### config.mk
export PLATFORM = sky130hd
export DESIGN_NAME = ddb_front
export DESIGN_NICKNAME = d
export VERILOG_FILES = /design/src/hdl/ddb_pkg.sv /design/src/hdl/ddb_front.sv
export SDC_FILE = /design/constraint.sdc
export NUM_CORES = 1
export LEC_CHECK = 0
export ABC_AREA = 0
export BUFFER_PORTS_ARGS = -buffer_cell sky130_fd_sc_hd__clkbuf_2
export CORE_AREA = 4 4 49 51
export DETAILED_ROUTE_END_ITERATION = 12
export DIE_AREA = 0 0 53 55
export GPL_TIMING_DRIVEN = 0
export PLACE_DENSITY = 0.81
export RECOVER_POWER = 50
export SLEW_MARGIN = 20
export SYNTH_ARGS = -nofsm -noshare
export SYNTH_HDL_FRONTEND = slang
export SYNTH_SLANG_ARGS = --single-unit
### constraint.sdc
create_clock -name clk -period 2.2 [get_ports clk]
set_input_delay 0.11 -clock clk [delete_from_list [all_inputs] [get_ports clk]]
set_output_delay 0.11 -clock clk [all_outputs]
set_load 0.005 [all_outputs]
### src/hdl/ddb_pkg.sv
// ----------------------------------------------------------------------------
// ddb_pkg - shared types and constants of the directed graph degree builder
// Field widths, item mode codes, queue command format and status structs.
// ----------------------------------------------------------------------------
package ddb_pkg;

    localparam int VERTICES_DEF = 64;
    localparam int MODE_W       = 2;
    localparam int VERTEX_W     = 6;
    localparam int CNT_W        = 7;
    localparam int EDGE_W       = 13;
    localparam int TOT_W        = 8;
    localparam int QDEPTH       = 2;

    localparam logic [EDGE_W-1:0] EDGE_MAX = 13'd8191;

    localparam logic [MODE_W-1:0] MODE_PATH  = 2'd0;
    localparam logic [MODE_W-1:0] MODE_END   = 2'd1;
    localparam logic [MODE_W-1:0] MODE_QUERY = 2'd2;

    typedef enum logic [1:0] {
        OP_NONE,
        OP_EDGE,
        OP_QUERY
    } op_t;

    typedef enum logic [1:0] {
        BK_CLEAR,
        BK_IDLE,
        BK_EXEC
    } back_state_t;

    typedef struct packed {
        logic [MODE_W-1:0]   mode;
        logic [VERTEX_W-1:0] vertex;
    } in_t;

    typedef struct packed {
        logic                new_edge;
        logic [EDGE_W-1:0]   edge_count;
        logic [VERTEX_W-1:0] highest_vertex;
        logic [CNT_W-1:0]    out_degree;
        logic [CNT_W-1:0]    in_degree;
        logic [TOT_W-1:0]    total_degree;
    } out_t;

    typedef struct packed {
        op_t                 op;
        logic [VERTEX_W-1:0] src;
        logic [VERTEX_W-1:0] dst;
        logic [VERTEX_W-1:0] highest;
    } cmd_t;

    typedef struct packed {
        logic clearing;
    } back_status_t;

    typedef struct packed {
        logic valid;
        logic full;
        cmd_t head;
    } queue_status_t;

endpackage

### src/hdl/ddb_front.sv
// ----------------------------------------------------------------------------
// ddb_front - item classifier
// Tracks the open path and the highest vertex, and turns each accepted
// transaction into one command for the execution side.
// ----------------------------------------------------------------------------
module ddb_front #(
    parameter int VERTICES = ddb_pkg::VERTICES_DEF
) (
    input  logic         clk,
    input  logic         rst_n,
    input  logic         accept,
    input  ddb_pkg::in_t item,
    output logic         push,
    output ddb_pkg::cmd_t cmd
);
    import ddb_pkg::*;

    logic [VERTEX_W-1:0] prev_reg, prev_next;
    logic                prev_valid_reg, prev_valid_next;
    logic [VERTEX_W-1:0] highest_reg, highest_next;
    logic                in_range;

    assign in_range = 32'(item.vertex) < VERTICES;

    always_comb
    begin
        prev_next       = prev_reg;
        prev_valid_next = prev_valid_reg;
        highest_next    = highest_reg;
        cmd.op          = OP_NONE;
        cmd.src         = item.vertex;
        cmd.dst         = item.vertex;
        unique case (item.mode)
            MODE_PATH:
            begin
                if (in_range)
                begin
                    if (item.vertex > highest_reg)
                        highest_next = item.vertex;
                    if (prev_valid_reg)
                    begin
                        cmd.op  = OP_EDGE;
                        cmd.src = prev_reg;
                    end
                    prev_next       = item.vertex;
                    prev_valid_next = 1'b1;
                end
            end
            MODE_END:
                prev_valid_next = 1'b0;
            MODE_QUERY:
            begin
                if (in_range)
                    cmd.op = OP_QUERY;
            end
            default:
                cmd.op = OP_NONE;
        endcase
        cmd.highest = highest_next;
    end

    assign push = accept;

    always_ff @(posedge clk or negedge rst_n)
    begin
        if (!rst_n)
        begin
            prev_reg       <= '0;
            prev_valid_reg <= 1'b0;
            highest_reg    <= '0;
        end
        else if (accept)
        begin
            prev_reg       <= prev_next;
            prev_valid_reg <= prev_valid_next;
            highest_reg    <= highest_next;
        end
    end

endmodule

==> run summary <==
===============================================================================================
Status ........................................................................... complete, no violations
Clock net sink count .............................................................           13
Detailed placer's ending HPWL ....................................................      1762 µm
Arr. time, crit path .............................................................      2.03 ns
Slew of the pin with the lowest slew margin ......................................    0.7757 ns
Number of buffers added by the clock tree synthesis step .........................            3
Setup repair after global routing missed its margin ..............................          yes
Worst-case clock buffer depth ....................................................            2
Horiz. Die Dim ...................................................................        53 µm
Average routed wire per standard cell ............................................     14.40 µm
Ant. Diodes ......................................................................            0
Final wirelength .................................................................      2491 µm
Initial Utilization ..............................................................       48.13%
Number of pins exceeding their max-slew limit in the final report ................            0
Final nets .......................................................................          164
Global-route wire length before repair ...........................................      3891 µm
Post-detailed-route count of antenna-violating nets ..............................            0
Logic depth of the worst register-to-register path ...............................            7
Final worst clock skew ...........................................................   0.01328 ns
Cells taking the most area after synthesis ....................................... dfrtp_1 35%, nand2_1 8.4%, ha_1 8.0%
Final Critical Period ............................................................     2.141 ns
Number of violations of the max-capacitance limit ................................            0
Final RePlAce weighted congestion ................................................       0.8433
Number of warning messages in the yosys log ......................................            0
Total chip power .................................................................     1.297 mW
Number of rows created at floorplan ..............................................           16
Syn avg cell area ................................................................    8.817 µm²
Top-Level Pins ...................................................................           32
Final Cycle Share ................................................................       97.31%
Synthesized flop and latch total .................................................           13
Instance count of the mapped netlist .............................................          106
Worst Path Class, Setup ..........................................................   reg -> out
Buffers added on ports ...........................................................           31
Level count of the clock H-tree ..................................................            1
Sequential area share after synthesis ............................................       34.81%
TritonRoute pass-1 iters .........................................................            4
Post-synthesis net count .........................................................          123
Hold Path Depth ..................................................................            2
Required time at the endpoint of the critical path ...............................      2.09 ns
Remaining Overflow, GRT ..........................................................            0
Number of fill cells in the layout ...............................................          173
Cell area after synthesis ........................................................    934.6 µm²
Global routing usage summed across all routing layers ............................       18.32%
Hold WC Path Type ................................................................    in -> reg
Kind of launch point of the worst setup path .....................................    flip-flop
Number of design-rule violations left by the first detailed-router iteration .....           22
Top cell type's share of synthesized area ........................................       34.81%
Maximum achievable frequency .....................................................    467.1 MHz
TritonCTS clock tree .............................................................        built
Clock root cell ..................................................................     clkbuf_4
Area of the core .................................................................     1942 µm²
Capturing element type of the critical path ...................................... primary output
Post-synthesis cell type with the largest combined area ..........................      dfrtp_1
Register-to-register setup slack .................................................      0.18 ns
Clock network latency to the later pin of the worst-skew pair ....................      0.28 ns
Total via count in the routed design .............................................          927
Distinct cell type count of the synthesized netlist ..............................           23
Worst-case vdd ir drop ...........................................................    0.6829 mV
Maximum number of pins on one net before global-route repair .....................           14
# DRC ............................................................................            0
Layout overhead on the synthesized area ..........................................       37.75%
Vias in the first global route ...................................................          916
Maximum fanout encountered on the critical timing path ...........................            6
Antenna violations before repair .................................................            0
Fraction of layout instances using a drive strength above 1 ......................       36.30%
Hold Fails Final Rpt .............................................................            0
Static Leakage ...................................................................    0.6095 nW
Inst Count DP ....................................................................          164
Pwr Density ......................................................................  1008 nW/µm²
Final Util .......................................................................       66.30%
Clock input transition at the sequential cells of the worst setup and hold paths .      0.09 ns
Final setup violation count ......................................................            0
Overall die height ...............................................................        55 µm
Area of the die ..................................................................     2915 µm²
Via/cell ratio ...................................................................        5.358
Count of placed standard cells in the final layout, fillers left out .............          173
Top library cells by usage in the layout, fill and taps aside .................... 21 x nand2_1, 21 x clkbuf_2, 13 x o21ai_0, 13 x dfrtp_1
Max-slew headroom at the worst pin ...............................................       48.29%
===============================================================================================
[per-layer routing]
metal	GRT usage, %	vias up	wire length (µm)
met2	34.50	32	1299
met5	0	-	0
met3	3.485	4	138
met4	5.532	0	19
li1	-	450	-
met1	20.92	441	1033
[layout make-up]
class / instances / area, µm² / share of cell area, %
multi-input cells: 71 / 604.3 / 46.94
flip-flops and latches: 13 / 325.3 / 25.27
repair buffers: 36 / 185.2 / 14.38
plain buffers: 10 / 67.56 / 5.248
inverters: 12 / 45.04 / 3.499
well taps: 27 / 33.78 / 2.624
clock buffers: 4 / 26.28 / 2.041
[kinds of logic after synthesis]
| family | after synthesis | share of synthesized area, % |
|---|---|---|
| buffers and inverters | 22 | 11.78 |
| AO/OA/AOI/OAI | 25 | 19.95 |
| multiplexers | 6 | 6.961 |
| AND/OR/NAND/NOR | 34 | 18.47 |
| flip-flops | 13 | 34.81 |
| adder cells (fa/ha/maj) | 6 | 8.032 |
[path summary, 6_finish.rpt]
kind,endpoint,startpoint
max in group asynchronous,prev_reg[5],rst_n
max reg2reg,highest_reg[0],highest_reg[5]
min reg2reg,prev_reg[2],prev_reg[2]
max,cmd[2],highest_reg[5]
min in group asynchronous,highest_reg[5],rst_n
min,highest_reg[0],item[0]
[timing repair]
item                                    CTS  global route
endpoints found under the hold margin    13             0
gates resized for setup                   8            15
endpoints found under the setup margin    6             6
setup buffers                             0             4
hold buffers                              1             0
[power by group]
group | internal (mW) | switching [mW]
combinational | 0.365 | 0.423
clock | 0.0703 | 0.0821
sequential | 0.310 | 0.0474
total | 0.745 | 0.552
[cells in the mapped netlist (all sizes together)]
| cell | n |
|---|---|
| o311ai | 6 |
| inv | 12 |
| a31oi | 1 |
| a21oi | 1 |
| clkbuf | 2 |
| nand4 | 7 |
| a21o | 1 |
| nor2b | 2 |
| and2 | 1 |
| o21ai | 14 |
| buf | 8 |
| mux2i | 5 |
| and3 | 1 |
| nor2 | 1 |
| nand2 | 21 |
| ha | 6 |
| dfrtp | 13 |
| nand3 | 1 |
| mux2 | 1 |
| o211ai | 1 |
| o21bai | 1 |
[through the flow]
stage | hold slack [ns] | instance area, µm² | worst slack (ns) | TNS [ns]
CTS | 0.08916 | 1187 | -0.01100 | -0.01100
floorplan | -0.1856 | 934.6 | 0.4304 | 0
finish | 0.1245 | 1287 | 0.05918 | 0
detailed placement | 0.02992 | 1124 | 0.1033 | 0
global route | 0.1682 | 1287 | -0.02563 | -0.08236
global placement | 0.02900 | 1124 | 0.2332 | 0
[worst max-delay path, cell delays in order (launching register included)]
cell and delay, ns:
dfrtp_1 0.36, inv_1 0.08, ha_4 0.31, nand4_4 0.14, o21bai_4 0.23, and3_4 0.20
o311ai_4 0.25, buf_2 0.17
(Power assumes the default switching activity.)
