==> config.mk <==
export PLATFORM = sky130hd
export DESIGN_NAME = ddb_queue
export DESIGN_NICKNAME = d
export VERILOG_FILES = /design/src/hdl/ddb_pkg.sv /design/src/hdl/ddb_queue.sv
export SDC_FILE = /design/constraint.sdc
export NUM_CORES = 1
export LEC_CHECK = 0
export CAP_MARGIN = 10
export CELL_PAD_IN_SITES_DETAIL_PLACEMENT = 1
export CELL_PAD_IN_SITES_GLOBAL_PLACEMENT = 1
export CORE_MARGIN = 1
export CORE_UTILIZATION = 40
export DETAILED_ROUTE_END_ITERATION = 6
export DONT_BUFFER_PORTS = 1
export PLACE_DENSITY = 0.73
export SLEW_MARGIN = 20
export SYNTH_ARGS = -nofsm -noshare
export SYNTH_HDL_FRONTEND = slang
export SYNTH_SLANG_ARGS = --single-unit
==> constraint.sdc <==
create_clock -name clk -period 5.8 [get_ports clk]
set_input_delay 1.74 -clock clk [delete_from_list [all_inputs] [get_ports clk]]
set_output_delay 1.74 -clock clk [all_outputs]
set_load 0.01 [all_outputs]
==> src/hdl/ddb_pkg.sv <==
// ----------------------------------------------------------------------------
// ddb_pkg - shared types and constants of the directed graph degree builder
// Field widths, item mode codes, queue command format and status structs.
// ----------------------------------------------------------------------------
package ddb_pkg;

    localparam int VERTICES_DEF = 64;
    localparam int MODE_W       = 2;
    localparam int VERTEX_W     = 6;
    localparam int CNT_W        = 7;
    localparam int EDGE_W       = 13;
    localparam int TOT_W        = 8;
    localparam int QDEPTH       = 2;

    localparam logic [EDGE_W-1:0] EDGE_MAX = 13'd8191;

    localparam logic [MODE_W-1:0] MODE_PATH  = 2'd0;
    localparam logic [MODE_W-1:0] MODE_END   = 2'd1;
    localparam logic [MODE_W-1:0] MODE_QUERY = 2'd2;

    typedef enum logic [1:0] {
        OP_NONE,
        OP_EDGE,
        OP_QUERY
    } op_t;

    typedef enum logic [1:0] {
        BK_CLEAR,
        BK_IDLE,
        BK_EXEC
    } back_state_t;

    typedef struct packed {
        logic [MODE_W-1:0]   mode;
        logic [VERTEX_W-1:0] vertex;
    } in_t;

    typedef struct packed {
        logic                new_edge;
        logic [EDGE_W-1:0]   edge_count;
        logic [VERTEX_W-1:0] highest_vertex;
        logic [CNT_W-1:0]    out_degree;
        logic [CNT_W-1:0]    in_degree;
        logic [TOT_W-1:0]    total_degree;
    } out_t;

    typedef struct packed {
        op_t                 op;
        logic [VERTEX_W-1:0] src;
        logic [VERTEX_W-1:0] dst;
        logic [VERTEX_W-1:0] highest;
    } cmd_t;

    typedef struct packed {
        logic clearing;
    } back_status_t;

    typedef struct packed {
        logic valid;
        logic full;
        cmd_t head;
    } queue_status_t;

endpackage

==> src/hdl/ddb_queue.sv <==
// ----------------------------------------------------------------------------
// ddb_queue - command queue
// Short first-in first-out buffer between the classifier and execution.
// ----------------------------------------------------------------------------
module ddb_queue (
    input  logic                   clk,
    input  logic                   rst_n,
    input  logic                   push,
    input  ddb_pkg::cmd_t          cmd,
    input  logic                   pop,
    output ddb_pkg::queue_status_t status
);
    import ddb_pkg::*;

    localparam int PTR_W = (QDEPTH > 1) ? $clog2(QDEPTH) : 1;
    localparam int CNT_QW = $clog2(QDEPTH + 1);

    cmd_t                entry_reg [QDEPTH];
    logic [PTR_W-1:0]    wr_ptr_reg, rd_ptr_reg;
    logic [CNT_QW-1:0]   count_reg, count_next;
    logic                do_push, do_pop;

    assign status.valid = count_reg != '0;
    assign status.full  = count_reg == CNT_QW'(QDEPTH);
    assign status.head  = entry_reg[rd_ptr_reg];

    assign do_push = push && !status.full;
    assign do_pop  = pop && status.valid;

    always_comb
    begin
        count_next = count_reg;
        if (do_push && !do_pop)
            count_next = count_reg + CNT_QW'(1);
        else if (do_pop && !do_push)
            count_next = count_reg - CNT_QW'(1);
    end

    // Wrap the pointers at the depth
    always_ff @(posedge clk or negedge rst_n)
    begin
        if (!rst_n)
        begin
            wr_ptr_reg <= '0;
            rd_ptr_reg <= '0;
            count_reg  <= '0;
        end
        else
        begin
            count_reg <= count_next;
            if (do_push)
                wr_ptr_reg <= (wr_ptr_reg == PTR_W'(QDEPTH - 1)) ? '0
                                                                  : wr_ptr_reg + PTR_W'(1);
            if (do_pop)
                rd_ptr_reg <= (rd_ptr_reg == PTR_W'(QDEPTH - 1)) ? '0
                                                                  : rd_ptr_reg + PTR_W'(1);
        end
    end

    always_ff @(posedge clk)
    begin
        if (do_push)
            entry_reg[wr_ptr_reg] <= cmd;
    end

endmodule

==> metrics.txt <==
# TYPE chip_impl_metric gauge
chip_impl_metric{name="dieArea",unit="um2"} 4612
chip_impl_metric{name="period_share",unit="%"} 60.23
chip_impl_metric{name="crit_path_max_fanout",unit=""} 12
chip_impl_metric{name="fin_hold_ws",unit="ns"} 0.5076
chip_impl_info{name="timing.rr.end",value="entry_reg[0][18]"} 1
chip_impl_metric{name="finish.utilization",unit="%"} 46.39
chip_impl_metric{name="worst-slew-pin-transition",unit="ns"} 1.034
chip_impl_metric{name="wirelength_per_cell",unit="um"} 18.13
chip_impl_info{name="cp-endpoint",value="status[18]"} 1
chip_impl_metric{name="synth_compound_gate_area_share",unit="%"} 0
chip_impl_info{name="ctsRootBufferMaster",value="clkbuf_8"} 1
chip_impl_metric{name="yosys_warnings",unit=""} 0
chip_impl_metric{name="gp_congestion",unit=""} 0.6140
chip_impl_metric{name="timing.final.setup_violations",unit=""} 0
chip_impl_metric{name="route.detailed.drc",unit=""} 0
chip_impl_metric{name="floorplan.initialDensity",unit="%"} 42.53
chip_impl_info{name="tritoncts_clock_tree",value="yes"} 1
chip_impl_metric{name="synth_fa_ha_area_share",unit="%"} 0.7199
chip_impl_metric{name="cpPeakStageDelay",unit="ns"} 0.71
chip_impl_metric{name="number_of_sinks_on_the_clock_net",unit=""} 44
chip_impl_info{name="worst_hold_path_type",value="register to register"} 1
chip_impl_metric{name="max_freq",unit="MHz"} 286.3
chip_impl_metric{name="cts_resized",unit=""} 0
chip_impl_metric{name="hold_viol",unit=""} 0
chip_impl_metric{name="timing.final.crit_period",unit="ns"} 3.493
chip_impl_metric{name="max_ffs_per_register",unit=""} 40
chip_impl_metric{name="maxSlewViolCount",unit=""} 0
chip_impl_metric{name="numPortBuffers",unit=""} 0
chip_impl_metric{name="cts.reportedPaths.clkPinSlew",unit="ns"} 0.08
chip_impl_metric{name="synth_xor_xnor_area_share",unit="%"} 2.952
chip_impl_metric{name="total_power",unit="W"} 0.0009985
chip_impl_metric{name="wire_length_of_the_first_global_routing_pass",unit="um"} 3684
chip_impl_metric{name="avgViaCountPerCell",unit=""} 5.072
chip_impl_metric{name="number_of_stages_on_the_worst_setup_path",unit=""} 2
chip_impl_info{name="synthTopCellsByArea",value="edfxtp_1 (69%), mux2_4 (16%), dfrtp_1 (5.8%)"} 1
chip_impl_metric{name="postSynthRegisterBits",unit=""} 44
chip_impl_metric{name="power_frac_comb",unit="%"} 29.2
chip_impl_metric{name="seq_power_share",unit="%"} 48.5
chip_impl_info{name="timing.critical_path.from_type",value="register"} 1
chip_impl_metric{name="power.clock.fraction",unit="%"} 22.3
chip_impl_info{name="main_combinational_cell_family_by_area_after_synthesis",value="multiplexers"} 1
chip_impl_metric{name="pin_count_of_the_biggest_net_entering_global_routing",unit=""} 21
chip_impl_metric{name="slew_headroom",unit="%"} 30.96
chip_impl_metric{name="placement_rows",unit=""} 23
chip_impl_metric{name="via_count_of_the_first_global_routing_pass",unit=""} 775
chip_impl_metric{name="timing.reg2reg.worst_path_depth",unit=""} 3
chip_impl_metric{name="grt-ovfl-total",unit=""} 0
chip_impl_metric{name="cts_max_path_buffers",unit=""} 2
chip_impl_info{name="status",value="finished, final reports clean"} 1
chip_impl_metric{name="synth-seq-area-share",unit="%"} 74.87
chip_impl_metric{name="totalWireLength",unit="um"} 2502
chip_impl_metric{name="finClkSkew",unit="ns"} 0.006169
chip_impl_metric{name="vias",unit=""} 700
chip_impl_metric{name="post_cts_buffers",unit=""} 0
chip_impl_metric{name="post_synth_and_or_nand_nor_area_fraction",unit="%"} 2.664
chip_impl_info{name="yosysTopAreaCell",value="edfxtp_1"} 1
chip_impl_metric{name="placedCellCount",unit=""} 130
chip_impl_metric{name="areaGrowthSynthToFinish",unit="%"} 9.071
chip_impl_metric{name="fp.dieH",unit="um"} 67.92
chip_impl_metric{name="post_synth_instance_area",unit="um2"} 1738
chip_impl_metric{name="hold_buffers",unit=""} 0
chip_impl_metric{name="finalNetCount",unit=""} 112
chip_impl_metric{name="first_pass_iters",unit=""} 4
chip_impl_metric{name="post_synth.cell_area_avg",unit="um2"} 21.46
chip_impl_metric{name="final-seq-area",unit="um2"} 1301
chip_impl_metric{name="n_antenna_cell",unit=""} 0
chip_impl_metric{name="design.portCount",unit=""} 46
chip_impl_metric{name="switching_portion_of_total_power",unit="%"} 28.81
chip_impl_metric{name="fin_cells",unit=""} 138
chip_impl_metric{name="initialDrtViolationCount",unit=""} 34
chip_impl_metric{name="pwr_density_cell",unit="nW/um2"} 526.7
chip_impl_metric{name="drv.max_cap_violation_count",unit=""} 0
chip_impl_metric{name="cp_num_buf_inv",unit=""} 1
chip_impl_metric{name="layout.filler_cells",unit=""} 390
chip_impl_info{name="critical_path.startpoint",value="rd_ptr_reg"} 1
chip_impl_metric{name="yosys.area.top_type_share",unit="%"} 69.11
chip_impl_info{name="worstSetupPathType",value="register to output pin"} 1
chip_impl_metric{name="clock_tree.htree_level_count",unit=""} 2
chip_impl_metric{name="die_x",unit="um"} 67.92
chip_impl_metric{name="power_switching",unit="W"} 0.0002876
chip_impl_metric{name="critPathArrivalTime",unit="ns"} 1.75
chip_impl_info{name="crit_path_top_delay_cell",value="dfrtp_1"} 1
chip_impl_metric{name="core_area",unit="um2"} 4086
chip_impl_metric{name="netlist_instances",unit=""} 81
chip_impl_metric{name="drt.antenna.violating_nets",unit=""} 0
chip_impl_metric{name="power.static_leakage",unit="nW"} 0.7069
chip_impl_info{name="path_delay_family",value="flip-flops"} 1
chip_impl_metric{name="post_synth_mux_area_share",unit="%"} 17.06
chip_impl_metric{name="syn-num-nets",unit=""} 106
chip_impl_metric{name="vdd.ir_drop.worst",unit="V"} 0.0002669
chip_impl_info{name="crit_path_end_kind",value="output pin"} 1
chip_impl_info{name="worstPathCellList",value="buf_4 -> mux2_2"} 1
chip_impl_metric{name="numCtsBuffers",unit=""} 5
chip_impl_metric{name="power.internal",unit="W"} 0.0007108
chip_impl_metric{name="regToRegSetupSlack",unit="ns"} 3.92
chip_impl_metric{name="track_usage",unit="%"} 11.95
chip_impl_metric{name="timing.setup.tns",unit="ns"} 0
chip_impl_metric{name="number_of_antenna_violations_at_the_first_check_in_global_routing",unit=""} 0
chip_impl_metric{name="clock_latency",unit="ns"} 0.29
chip_impl_metric{name="cp.required",unit="ns"} 4.06
chip_impl_metric{name="synthDistinctLibCells",unit=""} 16
chip_impl_info{name="reg2reg_from",value="count_reg[0]"} 1
chip_impl_metric{name="final_layout_size_suffix_gt1_share",unit="%"} 37.50
chip_impl_info{name="setup_repair_after_global_routing_missed_its_margin",value="no"} 1
chip_impl_metric{name="area_taken_by_multi_input_logic_gates",unit="um2"} 409.1
[cells by family (layout without fill, tap and decap cells)]
group	after synthesis	after routing
flops	44	44
mux	20	20
simple gates	7	7
xor+xnor	5	5
buf+inv	4	11
fa+ha+maj	1	1
[power groups by stage]
stage | clock [W] | sequential [W] | combinational [W]
global placement | 0 | 0.000486 | 0.000293
floorplan | 0 | 0.000468 | 0.000278
global route | 0.000240 | 0.000493 | 0.000319
CTS | 0.000229 | 0.000486 | 0.000299
finish | 0.000222 | 0.000484 | 0.000292
detailed placement | 0 | 0.000493 | 0.000297
[per-layer routing]
layer	GRT usage, %	part of all wire (%)	vias to the layer above
met2	20.17	49	39
met1	10.80	34	343
met3	8.333	15	5
li1	-	-	313
met5	0	0	-
met4	5.469	1.5	0
[per-stage QoR]
stage | worst slack (ns) | instance area [um2]
3_5_place_dp | 2.613 | 1788
5_1_grt | 2.226 | 1896
6_report | 2.307 | 1896
3_3_place_gp | 2.647 | 1788
2_1_floorplan | 2.729 | 1738
4_1_cts | 2.281 | 1896
[Yosys cell counts]
cell       n
nand2_2    1
mux2_2     1
mux2_4    19
inv_1      2
nand2_4    1
buf_6      2
or2_4      1
edfxtp_1  40
xnor2_1    2
nand2b_1   1
xor2_1     2
xnor2_2    1
and3_1     1
nor2_1     2
dfrtp_1    4
ha_1       1
[cell type report]
| class | instances | area share [%] |
|---|---|---|
| well taps | 50 | 3.300 |
| repair buffers | 1 | 0.3960 |
| clock buffers | 6 | 3.828 |
| flip-flops and latches | 44 | 68.65 |
| multi-input cells | 33 | 21.58 |
| clock inverters | 2 | 1.848 |
| inverters | 2 | 0.3960 |
[worst reg2reg max path: stages, from the launching register on]
cell and delay [ns]:
dfrtp_1 0.42, nand2b_1 0.19, nand2_2 0.10, nor2_2 0.79
[how the worst min path moves through the flow]
stage	startpoint	to	slack [ns]	cells after the start
6_report	count_reg[1]	count_reg[1]	0.51	1
5_1_grt	count_reg[1]	count_reg[1]	0.55	1
4_1_cts	count_reg[1]	count_reg[1]	0.51	1
3_5_place_dp	count_reg[1]	count_reg[1]	0.49	1
3_3_place_gp	count_reg[1]	count_reg[1]	0.48	1
2_1_floorplan	count_reg[1]	count_reg[1]	0.47	1
[cells in the final DEF (no fill, tap or decap)]
master,netlist,routed
and3_1,1,1
buf_4,0,1
bufinv_16,0,1
clkbuf_1,0,1
clkbuf_8,0,5
clkinv_2,0,1
dfrtp_1,4,4
edfxtp_1,40,40
ha_1,1,1
inv_1,2,2
mux2_2,1,1
mux2_4,19,19
nand2_2,1,1
nand2_4,1,1
nand2b_1,1,1
nor2_1,2,1
nor2_2,0,1
or2_4,1,1
xnor2_1,2,2
xnor2_2,1,1
xor2_1,2,2
(Power assumes the default switching activity.)
