**src/hdl/ddb_pkg.sv**
```systemverilog
// ----------------------------------------------------------------------------
// ddb_pkg - shared types and constants of the directed graph degree builder
// Field widths, item mode codes, queue command format and status structs.
// ----------------------------------------------------------------------------
package ddb_pkg;

    localparam int VERTICES_DEF = 64;
    localparam int MODE_W       = 2;
    localparam int VERTEX_W     = 6;
    localparam int CNT_W        = 7;
    localparam int EDGE_W       = 13;
    localparam int TOT_W        = 8;
    localparam int QDEPTH       = 2;

    localparam logic [EDGE_W-1:0] EDGE_MAX = 13'd8191;

    localparam logic [MODE_W-1:0] MODE_PATH  = 2'd0;
    localparam logic [MODE_W-1:0] MODE_END   = 2'd1;
    localparam logic [MODE_W-1:0] MODE_QUERY = 2'd2;

    typedef enum logic [1:0] {
        OP_NONE,
        OP_EDGE,
        OP_QUERY
    } op_t;

    typedef enum logic [1:0] {
        BK_CLEAR,
        BK_IDLE,
        BK_EXEC
    } back_state_t;

    typedef struct packed {
        logic [MODE_W-1:0]   mode;
        logic [VERTEX_W-1:0] vertex;
    } in_t;

    typedef struct packed {
        logic                new_edge;
        logic [EDGE_W-1:0]   edge_count;
        logic [VERTEX_W-1:0] highest_vertex;
        logic [CNT_W-1:0]    out_degree;
        logic [CNT_W-1:0]    in_degree;
        logic [TOT_W-1:0]    total_degree;
    } out_t;

    typedef struct packed {
        op_t                 op;
        logic [VERTEX_W-1:0] src;
        logic [VERTEX_W-1:0] dst;
        logic [VERTEX_W-1:0] highest;
    } cmd_t;

    typedef struct packed {
        logic clearing;
    } back_status_t;

    typedef struct packed {
        logic valid;
        logic full;
        cmd_t head;
    } queue_status_t;

endpackage

```
**src/hdl/ddb_back.sv**
```systemverilog
// ----------------------------------------------------------------------------
// ddb_back - command execution
// Holds the adjacency rows and degree counters, clears them after reset,
// reads them for each edge or query command and writes them back for a new edge.
// ----------------------------------------------------------------------------
module ddb_back #(
    parameter int VERTICES = ddb_pkg::VERTICES_DEF
) (
    input  logic                  clk,
    input  logic                  rst_n,
    input  logic                  q_valid,
    input  ddb_pkg::cmd_t         q_head,
    output logic                  q_pop,
    output ddb_pkg::back_status_t status,
    output logic                  result_valid,
    output ddb_pkg::out_t         result
);
    import ddb_pkg::*;

    localparam int VW = (VERTICES > 1) ? $clog2(VERTICES) : 1;

    logic [VERTICES-1:0] edge_mem [VERTICES];
    logic [CNT_W-1:0]    out_mem  [VERTICES];
    logic [CNT_W-1:0]    in_mem   [VERTICES];

    back_state_t         state_reg, state_next;
    logic [VW-1:0]       clr_idx_reg;
    cmd_t                cmd_reg, cmd_next;
    logic [EDGE_W-1:0]   edge_total_reg, edge_total_next;
    logic                result_valid_reg, result_valid_next;
    out_t                result_reg, result_next;

    logic [VERTICES-1:0] row_reg;
    logic [CNT_W-1:0]    out_cnt_reg, in_cnt_reg;

    logic                rd_en;
    logic [VW-1:0]       rd_src, rd_dst;
    logic [VW-1:0]       ex_src, ex_dst;
    logic                upd_en, clr_en;
    logic [VW-1:0]       wr_row, wr_out, wr_in;
    logic [VERTICES-1:0] row_wdata;
    logic                edge_hit;

    assign rd_src   = VW'(q_head.src);
    assign rd_dst   = VW'(q_head.dst);
    assign ex_src   = VW'(cmd_reg.src);
    assign ex_dst   = VW'(cmd_reg.dst);
    assign edge_hit = row_reg[ex_dst];
    assign clr_en   = state_reg == BK_CLEAR;

    always_comb
    begin
        state_next        = state_reg;
        cmd_next          = cmd_reg;
        edge_total_next   = edge_total_reg;
        result_valid_next = 1'b0;
        result_next       = '0;
        result_next.edge_count = edge_total_reg;
        q_pop             = 1'b0;
        rd_en             = 1'b0;
        upd_en            = 1'b0;
        unique case (state_reg)
            BK_CLEAR:
            begin
                if (clr_idx_reg == VW'(VERTICES - 1))
                    state_next = BK_IDLE;
            end
            BK_IDLE:
            begin
                if (q_valid)
                begin
                    q_pop = 1'b1;
                    if (q_head.op == OP_NONE)
                    begin
                        result_valid_next          = 1'b1;
                        result_next.highest_vertex = q_head.highest;
                    end
                    else
                    begin
                        rd_en      = 1'b1;
                        cmd_next   = q_head;
                        state_next = BK_EXEC;
                    end
                end
            end
            BK_EXEC:
            begin
                result_valid_next          = 1'b1;
                result_next.highest_vertex = cmd_reg.highest;
                if (cmd_reg.op == OP_EDGE)
                begin
                    if (!edge_hit)
                    begin
                        upd_en = 1'b1;
                        if (edge_total_reg != EDGE_MAX)
                            edge_total_next = edge_total_reg + EDGE_W'(1);
                        result_next.new_edge = 1'b1;
                    end
                    result_next.edge_count = edge_total_next;
                end
                else
                begin
                    result_next.out_degree   = out_cnt_reg;
                    result_next.in_degree    = in_cnt_reg;
                    result_next.total_degree = TOT_W'(out_cnt_reg) + TOT_W'(in_cnt_reg);
                end
                state_next = BK_IDLE;
            end
            default:
                state_next = BK_IDLE;
        endcase
    end

    // The clearing sweep and the update share one write port per memory
    assign wr_row    = clr_en ? clr_idx_reg : ex_src;
    assign wr_out    = clr_en ? clr_idx_reg : ex_src;
    assign wr_in     = clr_en ? clr_idx_reg : ex_dst;
    assign row_wdata = clr_en ? '0
                              : (row_reg | ({{(VERTICES-1){1'b0}}, 1'b1} << ex_dst));

    always_ff @(posedge clk)
    begin
        if (clr_en || upd_en)
            edge_mem[wr_row] <= row_wdata;
        if (rd_en)
            row_reg <= edge_mem[rd_src];
    end

    always_ff @(posedge clk)
    begin
        if (clr_en || upd_en)
            out_mem[wr_out] <= clr_en ? '0 : out_cnt_reg + CNT_W'(1);
        if (rd_en)
            out_cnt_reg <= out_mem[rd_src];
    end

    always_ff @(posedge clk)
    begin
        if (clr_en || upd_en)
            in_mem[wr_in] <= clr_en ? '0 : in_cnt_reg + CNT_W'(1);
        if (rd_en)
            in_cnt_reg <= in_mem[rd_dst];
    end

    always_ff @(posedge clk or negedge rst_n)
    begin
        if (!rst_n)
        begin
            state_reg        <= BK_CLEAR;
            clr_idx_reg      <= '0;
            edge_total_reg   <= '0;
            result_valid_reg <= 1'b0;
        end
        else
        begin
            state_reg        <= state_next;
            edge_total_reg   <= edge_total_next;
            result_valid_reg <= result_valid_next;
            if (clr_en)
                clr_idx_reg <= clr_idx_reg + VW'(1);
        end
    end

    always_ff @(posedge clk)
    begin
        cmd_reg    <= cmd_next;
        result_reg <= result_next;
    end

    assign status.clearing = clr_en;
    assign result_valid    = result_valid_reg;
    assign result          = result_reg;

endmodule

```
**config.mk**
```make
export PLATFORM = sky130hd
export DESIGN_NAME = ddb_back
export DESIGN_NICKNAME = d
export VERILOG_FILES = /design/src/hdl/ddb_pkg.sv /design/src/hdl/ddb_back.sv
export SDC_FILE = /design/constraint.sdc
export NUM_CORES = 2
export LEC_CHECK = 0
export BUFFER_PORTS_ARGS = -buffer_cell sky130_fd_sc_hd__buf_2
export CAP_MARGIN = 5
export CORE_MARGIN = 2
export CORE_UTILIZATION = 55
export DETAILED_ROUTE_END_ITERATION = 7
export MAX_ROUTING_LAYER = met4
export PLACE_DENSITY = 0.82
export SLEW_MARGIN = 20
export SYNTH_ARGS = -nofsm -noshare
export SYNTH_HDL_FRONTEND = slang
export SYNTH_MEMORY_MAX_BITS = 65536
export SYNTH_SLANG_ARGS = --single-unit
```
**constraint.sdc**
```tcl
create_clock -name clk -period 11.1 [get_ports clk]
set_clock_uncertainty 0.1 [all_clocks]
set_input_delay 0.555 -clock clk [delete_from_list [all_inputs] [get_ports clk]]
set_output_delay 0.555 -clock clk [all_outputs]
set_load 0.1 [all_outputs]
```
==> impl_metrics.tcl <==
set metrics [dict create \
    yosys.area_share.simple_pct 0.867 \
    power_density_nw_per_um2 212 \
    dp_hpwl_um 286000 \
    cts_buffers 469 \
    path_class "flip-flop to flip-flop" \
    postPlaceCellArea_um2 205000 \
    ys_seq_area_share_pct 78.5 \
    port_buffers 67 \
    tns_ns 0 \
    drive_above_1_share_pct 32.8 \
    largest_reg_flops 4096 \
    clock-sinks 5154 \
    cts.clk_slew.worst_paths_ns 0.07 \
    netlist_instances 7820 \
    synth-compound-area-share_pct 0.382 \
    cp_slowest_cell "edfxtp_1" \
    routedWlPerCell_um 45.1 \
    r2r_end "edge_mem[14][19]$_DFFE_PP_" \
    synth_top_family_by_area "multiplexers" \
    antenna_found_initial 75 \
    async_reset_ff_share_pct 0.427 \
    drc 1169 \
    min_path_type "input port to async pin" \
    start_util_pct 55.2 \
    die_w_um 602 \
    cts_tree "yes" \
    cts.htree.levels 5 \
    wirelength_um 606000 \
    synth-seq-cells 5154 \
    gp_congestion 0.910 \
    slew_viol_final 0 \
    sw_frac_of_total_pct 26.9 \
    grt_max_degree 125 \
    fp.dieH_um 602 \
    cts-root-buf "clkbuf_16" \
    pwr-share-clk_pct 35.8 \
    cts_hold_buf 13 \
    grt_pass1_wl_um 834000 \
    p_int_mw 34.1 \
    cts.path.max_buffers 4 \
    syn_avg_cell_area_um2 25.1 \
    leakagePower_nw 68.1 \
    grt_pass1_vias 99400 \
    clk-insertion-delay-late_ns 1.05 \
    start_kind "flip-flop" \
    critical_path.max_stage_delay_ns 1.14 \
    grt_use_total_pct 34.5 \
    syn-num-nets 7858 \
    setup_viol 0 \
    tightestPinTransition_ns 1.28 \
    status "finished, violations left" \
    dr.pass1.iters 8 \
    r2r_cells 9 \
    synth-xor-area-share_pct 0.178 \
    die-area_um2 362000 \
    final-hold-violation-count 0 \
    core_area_um2 356000 \
    rows 219 \
    num_io_pins 68 \
    crit_end "edge_mem[14][19]$_DFFE_PP_" \
    vdd_drop_max_uv 191 \
    postLayoutCellArea_um2 220000 \
    failed_checks "design-rule violations" \
    synth_edf_count 5090 \
    min_period_ns 6.79 \
    syn_area_um2 196000 \
    cts_setup_buffers 0 \
    synth_mux_area_share_pct 19.0 \
    r2r_setup_slack_ns 4.31 \
    period_share_pct 61.2 \
    overflow 0 \
    r2r_start "ex_dst[2]$_DFFE_PP_" \
    cp_cell_sequence "nor2_1 -> a22oi_1 -> a31oi_1 -> or4_1 -> o41a_1 -> nand2b_1 -> nor2_4 -> buf_4 -> buf_4" \
    synth_cell_types 54 \
    cts.repair.resized 0 \
    critPathCaptureType "flip-flop" \
    maxSlewHeadroom_pct 13.5 \
    crit_start "ex_dst[2]$_DFFE_PP_" \
    ant_nets 0 \
    required_ns 11.62 \
    yosys_warnings 0 \
    p_sw_mw 12.5 \
    nNetsFinal 8260 \
    cpMostUsedCell "buf_4" \
    drtIter0Drc 21600 \
    worstPathMaxFanout 29 \
    cp.arrival_ns 7.32 \
    post_drt_via_cell_ratio 7.42 \
    synthAdderAreaFrac_pct 0.0994 \
    seqPwrFrac_pct 51.7 \
    drv_cap 0 \
    synth_top_flop_cell "edfxtp_1" \
    syn_to_final_growth_pct 12.1 \
    rsz0062_at_grt "no" \
    max_freq_mhz 147 \
    top_register "edge_mem" \
    comb_power_share_pct 12.5 \
    num_vias 99600 \
    reg_top3 "edge_mem: 4096 flops, in_mem: 448 flops, out_mem: 448 flops" \
]
[cell type report]
type,instances,area (um^2)
antenna,58,145
sequential,5154,154000
timing repair buffer,342,2810
multi-input combinational,2206,41700
fill,21200,135000
tap,4751,5940
clock inverter,310,2980
clock buffer,556,12300
inverter,49,184
[cells in the mapped netlist, types with 6 or more instances]
cell type  number  area share, %
a21oi_1        37          0.094
a22oi_1         7          0.027
and3_1         25          0.080
buf_1         127           0.24
buf_2           6          0.015
clkbuf_1      273           0.52
dfrtp_1        22           0.28
dfxtp_1        42           0.43
edfxtp_1     5090             78
ha_1           14          0.089
inv_1          49          0.094
mux2_2          6          0.034
mux4_1          7          0.094
mux4_2       1647             19
nand2_1        55           0.11
nand2b_1       16          0.051
nand3_1        19          0.048
nand4_1         7          0.022
nor2_1        179           0.34
nor2_2          6          0.019
nor2b_1        16          0.051
nor3_1         30          0.076
o21ai_0         6          0.015
o22ai_1        32           0.10
xnor2_1        29           0.13
xor2_1         11          0.049
[routing by layer]
layer  routed length [um]  track usage [%]
met1               179000             40.8
met2               292000             53.6
met3                87900             9.47
met4                47200             20.4
met5                    0                -
[metrics by stage]
stage                     setup slack, ns  std cells  utilization [%]  hold slack (ns)  power [mW]
after floorplan                      2.95       7820                -            0.159        27.3
after global placement               5.21      12500             57.5            0.374        29.3
after detailed placement             4.97      12500             57.5            0.377        29.7
after CTS                            4.65      13400             61.8           0.0117        46.3
after global routing                 4.44      13400             61.9           0.0819        47.2
final                                4.31      13400             61.9           0.0214        46.6
[cells in the final DEF (no fill, tap or decap), types with 11 or more instances in the layout]
cell,instances
a21oi_1,37
and3_1,25
buf_12,22
buf_2,59
buf_4,237
bufinv_16,46
clkbuf_1,74
clkbuf_16,477
clkinv_1,108
clkinv_2,92
clkinv_4,15
clkinvlp_4,19
dfrtp_1,22
dfxtp_1,42
diode_2,58
dlygate4sd3_1,14
edfxtp_1,5090
ha_1,13
inv_1,49
inv_6,14
mux4_2,1647
nand2_1,55
nand2b_1,16
nand3_1,19
nor2_1,81
nor2_2,11
nor2_4,93
nor2b_1,14
nor3_1,14
nor3_2,16
o22ai_4,31
xnor2_1,29
xor2_1,11
[power groups by stage]
stage	Sequential, mW	Combinational [mW]	Clock (mW)
2_1_floorplan	24.6	2.61	0
3_3_place_gp	24.4	4.93	0
3_5_place_dp	24.4	5.30	0
4_1_cts	24.1	5.55	16.7
5_1_grt	24.1	5.87	17.3
6_report	24.1	5.83	16.7
[worst min-delay path by stage]
stage / from / end / slack, ns
finish: rst_n / clr_idx_reg[1]$_DFFE_PN0P_ / 0.02
global route: rst_n / edge_total_reg[5]$_DFFE_PN0P_ / 0.08
CTS: rst_n / edge_total_reg[5]$_DFFE_PN0P_ / 0.01
detailed placement: edge_total_reg[12]$_DFFE_PN0P_ / result[40]$_DFF_P_ / 0.38
global placement: edge_total_reg[12]$_DFFE_PN0P_ / edge_total_reg[12]$_DFFE_PN0P_ / 0.37
floorplan: rst_n / clr_idx_reg[0]$_DFFE_PN0P_ / 0.16
[kinds of logic (layout without fill, tap and decap cells)]
kind of cell               Yosys count  in the layout
AOI/OAI and AO/OA                  113            113
xor gates and xnor gates            40             40
adders and majority gates           15             15
buffers and inverters              460           1257
DFF                               5154           5154
muxes                             1665           1665
other                                0             58
and+or+nand+nor                    373            373
[worst max-delay path, delay by kind of cell, from the launching register on]
family | cells | cell delay [ns]
flops | 1 | 1.14
buf+inv | 2 | 1.31
compound gates | 3 | 1.14
simple gates | 4 | 2.58
Power figures use the tool's default switching activity.
